[src/rtl/core/drm_pkg.sv]
// package of types and constants for the dirty rectangle merger
package drm_pkg;

    localparam int unsigned CoordW = 12;
    localparam int unsigned ThrW   = 24;
    localparam int unsigned TotalW = 5;
    localparam int unsigned CompactAbove = 3;

    typedef enum logic {
        REQ_MARK  = 1'b0,
        REQ_FLUSH = 1'b1
    } t_req;

    typedef struct packed {
        logic              req_type;
        logic [CoordW-1:0] rect_x_start;
        logic [CoordW-1:0] rect_y_start;
        logic [CoordW-1:0] rect_x_end;
        logic [CoordW-1:0] rect_y_end;
    } t_in_item;

    typedef struct packed {
        logic [CoordW-1:0] out_x_start;
        logic [CoordW-1:0] out_y_start;
        logic [CoordW-1:0] out_x_end;
        logic [CoordW-1:0] out_y_end;
        logic [TotalW-1:0] out_total;
        logic              is_empty;
        logic              is_last;
    } t_out_item;

endpackage

[src/rtl/core/dirty_rect_merger.sv]
// top level of the dirty rectangle merger
//
// Command channel: an item (mark or flush) is taken when start is high
// and busy is low. Configuration: i_cfg_we writes the overlap threshold
// from i_cfg_wdata in the same edge; the user must write it only while
// the block is idle, which the block itself does not enforce. A mark
// scans the table newest to oldest, one entry after another (memory read,
// compare and area multiply, then threshold test and write-back), and
// busy stays high until the scan ends. A flush with more than three
// entries first compacts the table: each entry is checked against the
// kept ones. Results then come one at a time, each on o_result with o_valid
// high for exactly one cycle; the receiver cannot hold them off.
// A flush of an empty table gives one beat flagged empty in the next cycle.
// Reset empties the table (count to zero) and sets the threshold to 256;
// table contents are not cleared.
module dirty_rect_merger #(
    parameter int unsigned TABLE_ENTRIES = 16
) (
    input  logic                 i_clk,
    input  logic                 i_rst_n,
    input  logic                 start,
    output logic                 busy,
    input  drm_pkg::t_in_item    i_item,
    output logic                 o_valid,
    output drm_pkg::t_out_item   o_result,
    input  logic                 i_cfg_we,
    input  logic [drm_pkg::ThrW-1:0] i_cfg_wdata
);
    import drm_pkg::*;

    localparam int unsigned COORD_BITS = CoordW;
    localparam int unsigned AW = $clog2(TABLE_ENTRIES);
    localparam int unsigned CW = $clog2(TABLE_ENTRIES + 1);
    localparam int unsigned RW = 4 * COORD_BITS;
    localparam int unsigned Half = TABLE_ENTRIES / 2;

    typedef struct packed {
        logic [COORD_BITS-1:0] xs;
        logic [COORD_BITS-1:0] ys;
        logic [COORD_BITS-1:0] xe;
        logic [COORD_BITS-1:0] ye;
    } t_box;

    typedef enum logic [3:0] {
        S_IDLE, S_MRD, S_MCMP, S_MAREA, S_MFOLD,
        S_CRD_I, S_CWAIT_I, S_CRD_J, S_CCMP, S_CAREA,
        S_ORD, S_OWAIT, S_OEMIT
    } t_state;

    t_state          r_state;
    logic [ThrW-1:0] r_thr;
    logic [CW-1:0]   r_count, r_kept, r_i, r_j;
    logic [ThrW-1:0] r_scan_thr;
    t_box            r_new, r_ent;
    logic            r_ok;
    logic [2*COORD_BITS-1:0] r_area;

    logic            we;
    logic [AW-1:0]   waddr, raddr;
    t_box            wdata, rdata;
    logic [RW-1:0]   rdata_raw;

    drm_ram #(.WIDTH(RW), .DEPTH(TABLE_ENTRIES)) u_ram (
        .i_clk  (i_clk),
        .i_we   (we),
        .i_waddr(waddr),
        .i_wdata(wdata),
        .i_raddr(raddr),
        .o_rdata(rdata_raw)
    );
    assign rdata = t_box'(rdata_raw);

    // overlap test between rdata (entry) and r_new
    logic overlap, contain;
    logic [COORD_BITS-1:0] ov_w, ov_h;
    t_box bbox;
    always_comb begin
        overlap = !(rdata.xe <= r_new.xs || rdata.xs >= r_new.xe ||
                    rdata.ye <= r_new.ys || rdata.ys >= r_new.ye);
        ov_w = ((rdata.xe < r_new.xe) ? rdata.xe : r_new.xe) -
               ((rdata.xs > r_new.xs) ? rdata.xs : r_new.xs);
        ov_h = ((rdata.ye < r_new.ye) ? rdata.ye : r_new.ye) -
               ((rdata.ys > r_new.ys) ? rdata.ys : r_new.ys);
        contain = (rdata.xs <= r_new.xs && rdata.ys <= r_new.ys &&
                   rdata.xe >= r_new.xe && rdata.ye >= r_new.ye) ||
                  (r_new.xs <= rdata.xs && r_new.ys <= rdata.ys &&
                   r_new.xe >= rdata.xe && r_new.ye >= rdata.ye);
    end

    // bounding box of the held entry and r_new
    always_comb begin
        bbox.xs = (r_ent.xs < r_new.xs) ? r_ent.xs : r_new.xs;
        bbox.ys = (r_ent.ys < r_new.ys) ? r_ent.ys : r_new.ys;
        bbox.xe = (r_ent.xe > r_new.xe) ? r_ent.xe : r_new.xe;
        bbox.ye = (r_ent.ye > r_new.ye) ? r_ent.ye : r_new.ye;
    end

    logic cover_q;
    logic merge_ok;
    assign merge_ok = r_ok && ({{(ThrW){1'b0}}, r_area} >= {{(2*COORD_BITS){1'b0}}, r_scan_thr}
                      || cover_q);

    t_box in_box;
    assign in_box = '{xs: i_item.rect_x_start[COORD_BITS-1:0],
                      ys: i_item.rect_y_start[COORD_BITS-1:0],
                      xe: i_item.rect_x_end[COORD_BITS-1:0],
                      ye: i_item.rect_y_end[COORD_BITS-1:0]};

    // memory port control
    always_comb begin
        we    = 1'b0;
        waddr = r_j[AW-1:0];
        wdata = bbox;
        raddr = r_j[AW-1:0];
        unique case (r_state)
            S_MAREA: begin
                we = merge_ok;
            end
            S_MFOLD: begin
                we    = 1'b1;
                waddr = (r_count < CW'(TABLE_ENTRIES)) ? r_count[AW-1:0] : '0;
                wdata = (r_count < CW'(TABLE_ENTRIES)) ? r_new : bbox;
            end
            S_CRD_I, S_CWAIT_I, S_ORD, S_OWAIT: begin
                raddr = r_i[AW-1:0];
            end
            S_CAREA: begin
                we    = merge_ok || (r_j + 1'b1 == r_kept);
                waddr = merge_ok ? r_j[AW-1:0] : r_kept[AW-1:0];
                wdata = merge_ok ? bbox : r_new;
            end
            default: ;
        endcase
    end

    // control sequencer and registered outputs
    always_ff @(posedge i_clk) begin
        if (!i_rst_n) begin
            r_state <= S_IDLE;
            r_thr   <= ThrW'(256);
            r_count <= '0;
            o_valid <= 1'b0;
        end else begin
            o_valid <= (r_state == S_OEMIT) ||
                       (r_state == S_IDLE && start &&
                        i_item.req_type == REQ_FLUSH && r_count == '0);
            if (i_cfg_we) begin
                r_thr <= i_cfg_wdata;
            end
            unique case (r_state)
                S_IDLE: begin
                    if (start) begin
                        r_new <= in_box;
                        if (i_item.req_type == REQ_FLUSH) begin
                            if (r_count == '0) begin
                                o_result <= '{default: '0, is_empty: 1'b1,
                                              is_last: 1'b1};
                            end else if (r_count > CW'(CompactAbove)) begin
                                r_kept     <= CW'(1);
                                r_i        <= CW'(1);
                                r_scan_thr <= r_thr;
                                r_state    <= S_CRD_I;
                            end else begin
                                r_i     <= '0;
                                r_kept  <= r_count;
                                r_state <= S_ORD;
                            end
                        end else if (in_box.xs < in_box.xe && in_box.ys < in_box.ye) begin
                            r_scan_thr <= (r_count >= CW'(Half)) ? '0 : r_thr;
                            if (r_count == '0) begin
                                r_state <= S_MFOLD;
                            end else begin
                                r_j     <= r_count - 1'b1;
                                r_state <= S_MRD;
                            end
                        end
                    end
                end
                // mark scan
                S_MRD:  r_state <= S_MCMP;
                S_MCMP: begin
                    r_ent   <= rdata;
                    r_ok    <= overlap;
                    cover_q <= contain;
                    r_area  <= ov_w * ov_h;
                    r_state <= S_MAREA;
                end
                S_MAREA: begin
                    if (merge_ok) begin
                        r_state <= S_IDLE;
                    end else if (r_j == '0) begin
                        r_j     <= '0;
                        r_state <= S_MFOLD;
                    end else begin
                        r_j     <= r_j - 1'b1;
                        r_state <= S_MRD;
                    end
                end
                S_MFOLD: begin
                    if (r_count < CW'(TABLE_ENTRIES)) begin
                        r_count <= r_count + 1'b1;
                    end
                    r_state <= S_IDLE;
                end
                // compaction
                S_CRD_I: begin
                    if (r_i == r_count) begin
                        r_i     <= '0;
                        r_state <= S_ORD;
                    end else begin
                        r_state <= S_CWAIT_I;
                    end
                end
                S_CWAIT_I: begin
                    r_new   <= rdata;
                    r_j     <= '0;
                    r_state <= S_CRD_J;
                end
                S_CRD_J: r_state <= S_CCMP;
                S_CCMP: begin
                    r_ent   <= rdata;
                    r_ok    <= overlap;
                    cover_q <= contain;
                    r_area  <= ov_w * ov_h;
                    r_state <= S_CAREA;
                end
                S_CAREA: begin
                    if (merge_ok || r_j + 1'b1 == r_kept) begin
                        if (!merge_ok) r_kept <= r_kept + 1'b1;
                        r_i     <= r_i + 1'b1;
                        r_state <= S_CRD_I;
                    end else begin
                        r_j     <= r_j + 1'b1;
                        r_state <= S_CRD_J;
                    end
                end
                // emission
                S_ORD:   r_state <= S_OWAIT;
                S_OWAIT: r_state <= S_OEMIT;
                S_OEMIT: begin
                    o_result <= '{out_x_start: CoordW'(rdata.xs),
                                  out_y_start: CoordW'(rdata.ys),
                                  out_x_end:   CoordW'(rdata.xe),
                                  out_y_end:   CoordW'(rdata.ye),
                                  out_total:   TotalW'(r_kept),
                                  is_empty:    1'b0,
                                  is_last:     (r_i + 1'b1 == r_kept)};
                    if (r_i + 1'b1 == r_kept) begin
                        r_count <= '0;
                        r_state <= S_IDLE;
                    end else begin
                        r_i     <= r_i + 1'b1;
                        r_state <= S_ORD;
                    end
                end
                default: r_state <= S_IDLE;
            endcase
        end
    end

    assign busy = (r_state != S_IDLE);
endmodule

[src/rtl/core/drm_ram.sv]
// generic simple dual port ram (one write port, one read port) with registered read
module drm_ram #(
    parameter int unsigned WIDTH = 48,
    parameter int unsigned DEPTH = 16
) (
    input  logic                     i_clk,
    input  logic                     i_we,
    input  logic [$clog2(DEPTH)-1:0] i_waddr,
    input  logic [WIDTH-1:0]         i_wdata,
    input  logic [$clog2(DEPTH)-1:0] i_raddr,
    output logic [WIDTH-1:0]         o_rdata
);
    logic [WIDTH-1:0] r_mem [DEPTH];

    // write port and registered read port
    always_ff @(posedge i_clk) begin
        if (i_we) begin
            r_mem[i_waddr] <= i_wdata;
        end
        o_rdata <= r_mem[i_raddr];
    end
endmodule
[config.mk]
export PLATFORM = sky130hd
export DESIGN_NAME = dirty_rect_merger
export DESIGN_NICKNAME = d
export VERILOG_FILES = /design/src/rtl/core/drm_pkg.sv /design/src/rtl/core/dirty_rect_merger.sv /design/src/rtl/core/drm_ram.sv
export SDC_FILE = /design/constraint.sdc
export NUM_CORES = 2
export LEC_CHECK = 0
export BUFFER_PORTS_ARGS = -buffer_cell sky130_fd_sc_hd__buf_2
export CORE_MARGIN = 5
export CORE_UTILIZATION = 26
export DETAILED_ROUTE_END_ITERATION = 8
export GPL_TIMING_DRIVEN = 0
export PLACE_DENSITY = 0.39
export SLEW_MARGIN = 25
export SYNTH_ARGS = -nofsm -noshare
export SYNTH_HDL_FRONTEND = slang
export SYNTH_SLANG_ARGS = --single-unit
[constraint.sdc]
create_clock -name i_clk -period 10.1 [get_ports i_clk]
set_input_delay 1.01 -clock i_clk [delete_from_list [all_inputs] [get_ports i_clk]]
set_output_delay 1.01 -clock i_clk [all_outputs]
set_load 0.02 [all_outputs]
==> results list <==
- In this run, the number of DRC markers left after iteration 0 of detailed routing was 2071.
- The synthesized netlist contains 72 unique library cells.
- Clock H-tree levels: 3
* Clock Skew: 0.06683 ns
- The worst setup path is launched from a flip-flop.
- In the routed layout, each cell is associated on average with a via count of 4.533.
- Critical path's largest stage delay: 0.61 ns
- Vert. Die Dim: 462.2 um
- At the later pin of the worst-skew pair, clock insertion delay measures 0.77 ns.
- Summed over all failing endpoints, the final setup total negative slack is 0 ns.
* Maxcap violations: 0
- For this run, asynchronously set or reset flops after synthesis account for 0.
- TritonCTS clock tree: done
- Number of hold buffers added after cts: 0
- Die span in x: 462.2 um
- Count of cells along the worst hold path: 3
* Layout cells sized above 1: 0.1603
- Post-Synthesis Net Count: 4288
* Vias in the first global route: 33080
- The synthesized design contains 984 enable-type register cells.
* Routability congestion estimate: 0.8697
- Primary FF master, synth: sky130_fd_sc_hd__edfxtp_1
- After floorplanning, the core was sized to cover 0.2040 sq mm.
* Cell Rows: 166
* Number of buffers inserted during clock tree synthesis: 118
- Commonest non-fill, non-tap cell in the layout: sky130_fd_sc_hd__edfxtp_1
* Status: finished, final reports clean
- Share of the yosys chip area belonging to registers: 0.5866
- Entering global routing, the biggest net connects 25 pins.
- Relative slew slack: 0.2662
- Layout fillers: 20580
- The largest individual stage delay along the critical path comes from the cell sky130_fd_sc_hd__a2111oi_1.
- Final period util: 0.9527
- Path type of the worst min-delay path: input pin to flip-flop
- Remaining design rule violation count: 0
- FF-to-FF path depth: 33
* Crit path DAT: 10.12 ns
* Clock Sinks: 1066
* Detailed placer's ending HPWL: 137.2 mm
- Setup-violating endpoint count in the final report: 0
- The first global-routing pass estimated 247.7 mm of wire.
* Worst-path fanout max: 10
- Fmax: 0.1039 GHz
- Total standard cell area after synthesis: 0.05317 sq mm
- The routed design has 176.2 mm of wire.
- Clock period minus final worst setup slack: 9.623 ns
* RSZ-0062 raised after global routing: no
- Synth warnings: 0
* Transition at the pin with the smallest max-transition slack: 1.101 ns
- Pre-CTS WS: -0.1127 ns
- Once routing completed, OpenROAD measured the worst setup slack at 0.4773 ns.
- For this design the top-level I/O count stands at 134.
- The synthesized design contains 1066 register bits.
- Count of endpoints failing hold in the final timing report: 0
* Syn_area_per_cell: 13.88 sq um
- DIE AREA: 0.2137 sq mm
- The detail route stage leaves a number of antenna-violating nets equal to 0.
* Antenna violations before repair: 8
- The final layout contains 4739 nets.
* Tot GR Track Use: 0.1629
- Buffers placed on the I/O ports in this run total 131.
* Final max-slew violation count: 0
- Number of detailed-routing iterations run before antenna repair: 5
- After global routing the overflow that remains totals 0.
- Clock-pin slew on the worst setup and hold paths: 0.06 ns
- Among the stages of the critical path, the cell type that occurs most often is sky130_fd_sc_hd__fa_1.
- Starting Density: 0.2607
* Category of the critical setup timing path: flip-flop to flip-flop
* Count of vias placed by the detailed router: 32090
- Synthesis handed over a netlist of 3830 instances.
* Area added between synthesis and finish: 18.43%
- Internal reg-to-reg setup slack: 0.48 ns
- Required time worst endpoint: 10.60 ns
- The tree is rooted in a sky130_fd_sc_hd__clkbuf_16.
* Longest Clk Path Bufs: 3
- Routed wirelength normalized by instance count: 24.89 um
* Commonest cells after routing, fill and taps aside: 984 x sky130_fd_sc_hd__edfxtp_1, 753 x sky130_fd_sc_hd__mux2i_1, 305 x sky130_fd_sc_hd__inv_1
* Critical path capture point type: flip-flop
## synth_stat cells, types with 13 or more instances
| library cell | count | share of area |
|---|---|---|
| sky130_fd_sc_hd__nor3_1 | 38 | 0.0036 |
| sky130_fd_sc_hd__nand3_1 | 31 | 0.0029 |
| sky130_fd_sc_hd__fa_1 | 102 | 0.038 |
| sky130_fd_sc_hd__buf_2 | 47 | 0.0044 |
| sky130_fd_sc_hd__clkbuf_1 | 72 | 0.0051 |
| sky130_fd_sc_hd__xor2_1 | 26 | 0.0043 |
| sky130_fd_sc_hd__edfxtp_1 | 984 | 0.56 |
| sky130_fd_sc_hd__buf_4 | 36 | 0.0051 |
| sky130_fd_sc_hd__ha_1 | 279 | 0.066 |
| sky130_fd_sc_hd__and2_1 | 56 | 0.0066 |
| sky130_fd_sc_hd__o21ai_1 | 13 | 0.0012 |
| sky130_fd_sc_hd__a211oi_1 | 13 | 0.0018 |
| sky130_fd_sc_hd__o21ai_0 | 89 | 0.0084 |
| sky130_fd_sc_hd__nand2b_1 | 41 | 0.0048 |
| sky130_fd_sc_hd__mux2_2 | 26 | 0.0055 |
| sky130_fd_sc_hd__nor2b_1 | 53 | 0.0062 |
| sky130_fd_sc_hd__inv_1 | 306 | 0.022 |
| sky130_fd_sc_hd__dfxtp_1 | 82 | 0.031 |
| sky130_fd_sc_hd__a21o_1 | 37 | 0.0052 |
| sky130_fd_sc_hd__a21oi_1 | 112 | 0.011 |
| sky130_fd_sc_hd__nand2_1 | 175 | 0.012 |
| sky130_fd_sc_hd__mux2_1 | 46 | 0.0097 |
| sky130_fd_sc_hd__nor2_1 | 158 | 0.011 |
| sky130_fd_sc_hd__nand4_1 | 33 | 0.0039 |
| sky130_fd_sc_hd__mux2i_1 | 755 | 0.14 |
| sky130_fd_sc_hd__xnor2_1 | 52 | 0.0086 |
## final timing paths
path / start / end
worst max register to register: u_ram.o_rdata[23]$_DFF_P_ / r_area[22]$_DFFE_PP_
worst min register to register: r_thr[9]$_SDFFE_PN0P_ / r_thr[9]$_SDFFE_PN0P_
worst max-delay path: u_ram.o_rdata[23]$_DFF_P_ / r_area[22]$_DFFE_PP_
worst min-delay path: i_cfg_wdata[8] / r_thr[8]$_SDFFE_PN1P_
## kinds of logic after synthesis
family                     count (synthesis)  synth area share
and+or+nand+nor                          631           0.05768
xor gates and xnor gates                  78           0.01285
muxes                                    827            0.1574
DFF                                     1066            0.5866
AOI/OAI and AO/OA                        378           0.04457
adders and majority gates                381            0.1041
buffers and inverters                    469           0.03690
## area by class of cell
cell class	count	area, sq um	area share
Timing Repair Buffer	332	2107	0.03346
Antenna cell	5	12.51	0.0001987
Multi-Input combinational cell	2295	20280	0.3220
Sequential cell	1066	31200	0.4955
Buffer	160	818.3	0.01299
Clock buffer	151	3241	0.05146
Inverter	308	1156	0.01836
Tap cell	2688	3363	0.05341
Clock inverter	73	790.8	0.01256
## layer usage
layer	track usage	up-vias	part of all wire
met2	0.2832	577	0.49
met4	0.04943	2	0.030
met1	0.2139	16340	0.45
li1	-	14980	-
met3	0.01745	186	0.032
met5	0	-	0.000074
## registers in the layout (all words and copies together) (netlist names), 24 cells and up
signal / cells
r_new: 48
u_ram.o_rdata: 48
r_thr: 24
u_ram.r_mem: 768
r_scan_thr: 24
o_result: 55
r_area: 24
r_ent: 48
## worst max-delay path, delay by kind of cell, from the launching register on
kind | cells | cell delay [ns]
AOI/OAI and AO/OA | 11 | 2.69
DFF | 1 | 0.59
adders and majority gates | 8 | 3.63
and+or+nand+nor | 7 | 1.24
buffers and inverters | 5 | 0.73
xor gates and xnor gates | 2 | 0.51
## what timing repair did
action                     in CTS  in global routing
gates cloned                    0                  0
setup endpoints to repair       3                  9
setup buffers                   0                  2
pin swaps                       0                  0
resized for setup               2                 40
## stage by stage
| stage | cells | hold WS [ns] | utilization | area [sq um] |
|---|---|---|---|---|
| after floorplan | 3830 | 0.4327 | - | 53170 |
| after global placement | 6649 | 0.4979 | 0.2804 | 57190 |
| after detailed placement | 6848 | 0.5005 | 0.2883 | 58790 |
| after CTS | 7072 | 0.3896 | 0.3081 | 62830 |
| after global routing | 7074 | 0.4268 | 0.3087 | 62960 |
| final | 7078 | 0.4736 | 0.3087 | 62970 |
Power is not shown: default switching activity piles up to over one toggle a cycle in this logic, so the estimate is an artifact.
